==> src/sv/multi_class_two_priority_queue_top_defines.svh <==
// ----------------------------------------------------------------------------
// Assertion macros for the multi-class two-priority queue
// Shared immediate-implication and next-cycle-implication property forms.
// ----------------------------------------------------------------------------
`ifndef MULTI_CLASS_TWO_PRIORITY_QUEUE_TOP_DEFINES_SVH
`define MULTI_CLASS_TWO_PRIORITY_QUEUE_TOP_DEFINES_SVH

// Check that cons holds in the same cycle as ante
`define MCQ_ASSERT_SAME(label, clk, rst_n, ante, cons, msg) \
	label: assert property (@(posedge clk) disable iff (!rst_n) (ante) |-> (cons)) \
		else $error(msg);

// Check that cons holds in the cycle after ante
`define MCQ_ASSERT_NEXT(label, clk, rst_n, ante, cons, msg) \
	label: assert property (@(posedge clk) disable iff (!rst_n) (ante) |=> (cons)) \
		else $error(msg);

`endif

==> src/sv/mcq_meta_ram.sv <==
// ----------------------------------------------------------------------------
// mcq_meta_ram
// Per-class head/count store: one write and one registered read per cycle,
// with a valid bit per entry so that unwritten entries read as zero.
// ----------------------------------------------------------------------------
module mcq_meta_ram #(
	parameter int DEPTH = 32,
	parameter int WIDTH = 7
) (
	input  logic                                    clk,
	input  logic                                    arst_n,
	input  logic                                    rd_en,
	input  logic [((DEPTH > 1) ? $clog2(DEPTH) : 1)-1:0] rd_addr,
	output logic [WIDTH-1:0]                        rd_data,
	input  logic                                    wr_en,
	input  logic [((DEPTH > 1) ? $clog2(DEPTH) : 1)-1:0] wr_addr,
	input  logic [WIDTH-1:0]                        wr_data
);

	logic [WIDTH-1:0] mem [DEPTH];
	logic [DEPTH-1:0] vld_q;
	logic [WIDTH-1:0] raw_q;
	logic             rd_vld_q;

	// Mark entries written since reset
	always_ff @(posedge clk or negedge arst_n) begin
		if (!arst_n) begin
			vld_q    <= '0;
			rd_vld_q <= 1'b0;
		end else begin
			if (wr_en) begin
				vld_q[wr_addr] <= 1'b1;
			end
			if (rd_en) begin
				rd_vld_q <= vld_q[rd_addr];
			end
		end
	end

	// Write and registered read of the array
	always_ff @(posedge clk) begin
		if (wr_en) begin
			mem[wr_addr] <= wr_data;
		end
		if (rd_en) begin
			raw_q <= mem[rd_addr];
		end
	end

	// Show the reset value for an entry never written
	assign rd_data = rd_vld_q ? raw_q : '0;

endmodule

==> config.mk <==
export PLATFORM = sky130hd
export DESIGN_NAME = mcq_meta_ram
export DESIGN_NICKNAME = d
export VERILOG_FILES = /design/src/sv/multi_class_two_priority_queue_top_defines.svh /design/src/sv/mcq_meta_ram.sv
export SDC_FILE = /design/constraint.sdc
export NUM_CORES = 1
export LEC_CHECK = 0
export BUFFER_PORTS_ARGS = -buffer_cell sky130_fd_sc_hd__buf_4
export CORE_UTILIZATION = 30
export CTS_CLUSTER_SIZE = 24
export DETAILED_ROUTE_END_ITERATION = 8
export GPL_ROUTABILITY_DRIVEN = 0
export MAX_ROUTING_LAYER = met4
export PLACE_DENSITY_LB_ADDON = 0.2
export SETUP_SLACK_MARGIN = 0.2
export SYNTH_ARGS = -nofsm -noshare
export SYNTH_HDL_FRONTEND = slang
export SYNTH_SLANG_ARGS = --single-unit
==> constraint.sdc <==
create_clock -name clk -period 3.5 [get_ports clk]
set_input_delay 0.7 -clock clk [delete_from_list [all_inputs] [get_ports clk]]
set_output_delay 0.7 -clock clk [all_outputs]
set_load 0.1 [all_outputs]
==> metrics.txt <==
post-synth top area cell edfxtp_1; Crit path max-delay family multiplexers; num ports 28; Skew-Pair Late Insertion Delay 530 ps; placed cell count 963; Max Cap Viol 0; Register Area ~0.0078 mm²; number of cells on the worst reg-to-reg path 3; # Post-CTS Setup Buffers 0; cells after synthesis approximately 490; crit-path max cell delay 560 ps; Util after Layout between 30% and 40%; reg2reg start mem[31][0]; PD cells 574 mW/mm²; Placed Area 0.0111 mm²; clock sink total 264; WP buf/inv 2; worst setup path endpoint raw_q[0]; DRT iter0 DRCs 412; slowest CP cell mux4_2; Setup Skew around 6.4 ps; Reg clk slew, reported paths 60 ps; Via Count a little under 5000; drt first pass iters 4; initial antenna violation count 0; CP Class input port to register; Int Power 5.33 mW; power share of the sequential group 52.5%; vias in the first global route 5211; CTS Root Buffer Type clkbuf_16; Sw Pwr about 1.5 mW; Synth cell types 27; first-pass GRT wire length 35100 µm; dominant synthesized flop cell edfxtp_1; routed length per placed instance around 23 µm; vias per cell roughly 4.8; Critical R2R Capture raw_q[0]; Multi-input gate area 0.00241 mm²; Die ar. around 0.035 mm²; Min-Delay Path Class input port to asynchronous set/reset pin; Syn. warnings 0; relative slew slack between 40% and 50%; Area growth syn-to-layout 16.3%; Nets 565; Seq/Total Area, Yosys between 70 and 80%; sw frac 22.3%; Synth async-reset ratio 12.5%; fillers 3088; Clk pwr share 39.4%; post-route design area 0.0120 mm²; Post-synth EDFFs 231; Max Freq around 410 MHz; Synth area leaders edfxtp_1 67%, mux4_2 15%, dfrtp_1 8.0%; Buffers on Ports 27; count leader, synth edfxtp_1; Max IR drop VDD between 0.0003 and 0.0004 V; total wire length 23200 µm; site row count 67; Placeable Area 0.0336 mm²; worst path required time roughly 3800 ps; Mapped Nets 507; logic gate share of total power 8.1%; LEAKAGE 3.93 nW; Global Route Usage Sum approximately 14%; Worst Tran Pin Value between 800 and 900 ps; Fin. Hold Viols 0; Non-Filler Instances ~1000; CP arrival 2690 ps; mapped cell area just over 0.01 mm²; Slew Viols, Final 0; R2R Setup Slk roughly 1500 ps; total grt overflow 0; CP Launch Type input port; WP depth 5; HPWL Detailed 14900 µm; Post-DRT Antenna Nets 0; CP max FO 33; starting density of the core 30.6%; DRC 0; H-tree depth 1; post-route minimum period 2420 ps; mean post-synth cell area 21.2 µm²; status finished, final reports clean; Inserted Clock Buffers 27; hold buffers post-CTS 0; Commonest cells post-synth 231 x edfxtp_1, 70 x mux4_2, 35 x nor2_1, 33 x dfrtp_1, 32 x or2_2; chip height about 190 µm; Synth Register Bits 264; largest net degree at the start of global routing 50; post-synth top area share around two thirds; CP Launch Point rd_addr[1]; Die X 187 µm; Final Setup Violations 0; setup tns final 0 ps; RSZ-0062 raised after global routing false; period utilisation layout approximately 69%; post-cts sizing count 0; CTS tree done; worst-path cell chain buf_4 > buf_4 > mux4_2 > mux4_2 > mux2_2; layout cells sized above 1 a little over a third; # diodes 0; Crit. End Element register; Bufs on Longest Clock Path 3
==> kinds of logic (layout without fill, tap and decap cells) <==
family,Yosys count,count (layout),synth area share (%)
muxes,93,93,17.7
DFF,264,264,75.5
buffers and inverters,21,99,1.10
and+or+nand+nor,98,98,5.09
AOI/OAI and AO/OA,10,10,0.669
==> metrics by stage <==
| step | hold WS [ps] | setup WS, ps | total power [mW] |
|---|---|---|---|
| after global placement | 452 | 493 | 4.22 |
| after CTS | 132 | 1050 | 6.94 |
| after floorplan | 404 | 981 | 4.01 |
| after detailed placement | 452 | 497 | 4.24 |
| after global routing | 145 | 1010 | 7.10 |
| final | 127 | 1080 | 6.87 |
==> sequential cells by signal, summed over array words and instances, names as in the netlist <==
signal,count
mem,224
raw_q,7
rd_vld_q,1
vld_q,32
==> per-layer routing <==
| layer | global-route usage [%] | wire, µm | up-vias | part of all wire (%) |
|---|---|---|---|---|
| li1 | - | - | 2079 | - |
| met1 | 20.1 | 10900 | 2591 | 47 |
| met2 | 21.2 | 10900 | 127 | 47 |
| met3 | 1.97 | 1170 | 24 | 5.0 |
| met4 | 3.28 | 295 | 0 | 1.3 |
| met5 | - | 0 | - | 0 |
==> worst min-delay path by stage <==
stage	start	end	slack [ps]	cells past startpoint
detailed placement	vld_q[2]	vld_q[2]	450	1
CTS	arst_n	vld_q[25]	130	1
global placement	vld_q[25]	vld_q[25]	450	1
finish	arst_n	vld_q[8]	130	1
floorplan	arst_n	rd_vld_q	400	0
global route	arst_n	vld_q[11]	150	1
==> layout make-up <==
cell class                 count  share of cell area (%)
clock buffer                  36                    6.18
timing repair buffer          50                    3.35
sequential                   264                    64.9
multi-input combinational    201                    20.1
clock inverter                13                   0.722
tap                          448                    4.69
==> power groups by stage <==
stage | registers [mW] | logic, mW | clock network [mW]
2_1_floorplan | 3.65 | 0.364 | 0
3_3_place_gp | 3.67 | 0.557 | 0
3_5_place_dp | 3.67 | 0.567 | 0
4_1_cts | 3.61 | 0.569 | 2.76
5_1_grt | 3.62 | 0.597 | 2.88
6_report | 3.61 | 0.553 | 2.71
==> worst register-to-register path, cell delays in order (launching register included) <==
cell,delay (ps)
edfxtp_1,350
mux4_2,520
mux4_2,560
mux2_2,310
==> layout by cell type (no fill, tap or decap), types with 6 or more instances in the layout <==
master / count
edfxtp_1: 231
mux4_2: 70
buf_4: 48
nor2_1: 35
dfrtp_1: 33
or2_2: 32
clkbuf_16: 27
mux2i_1: 16
clkinv_2: 9
and2_1: 8
mux2_2: 7
clkbuf_1: 6
Note: power is estimated with default switching activity, not from simulation.
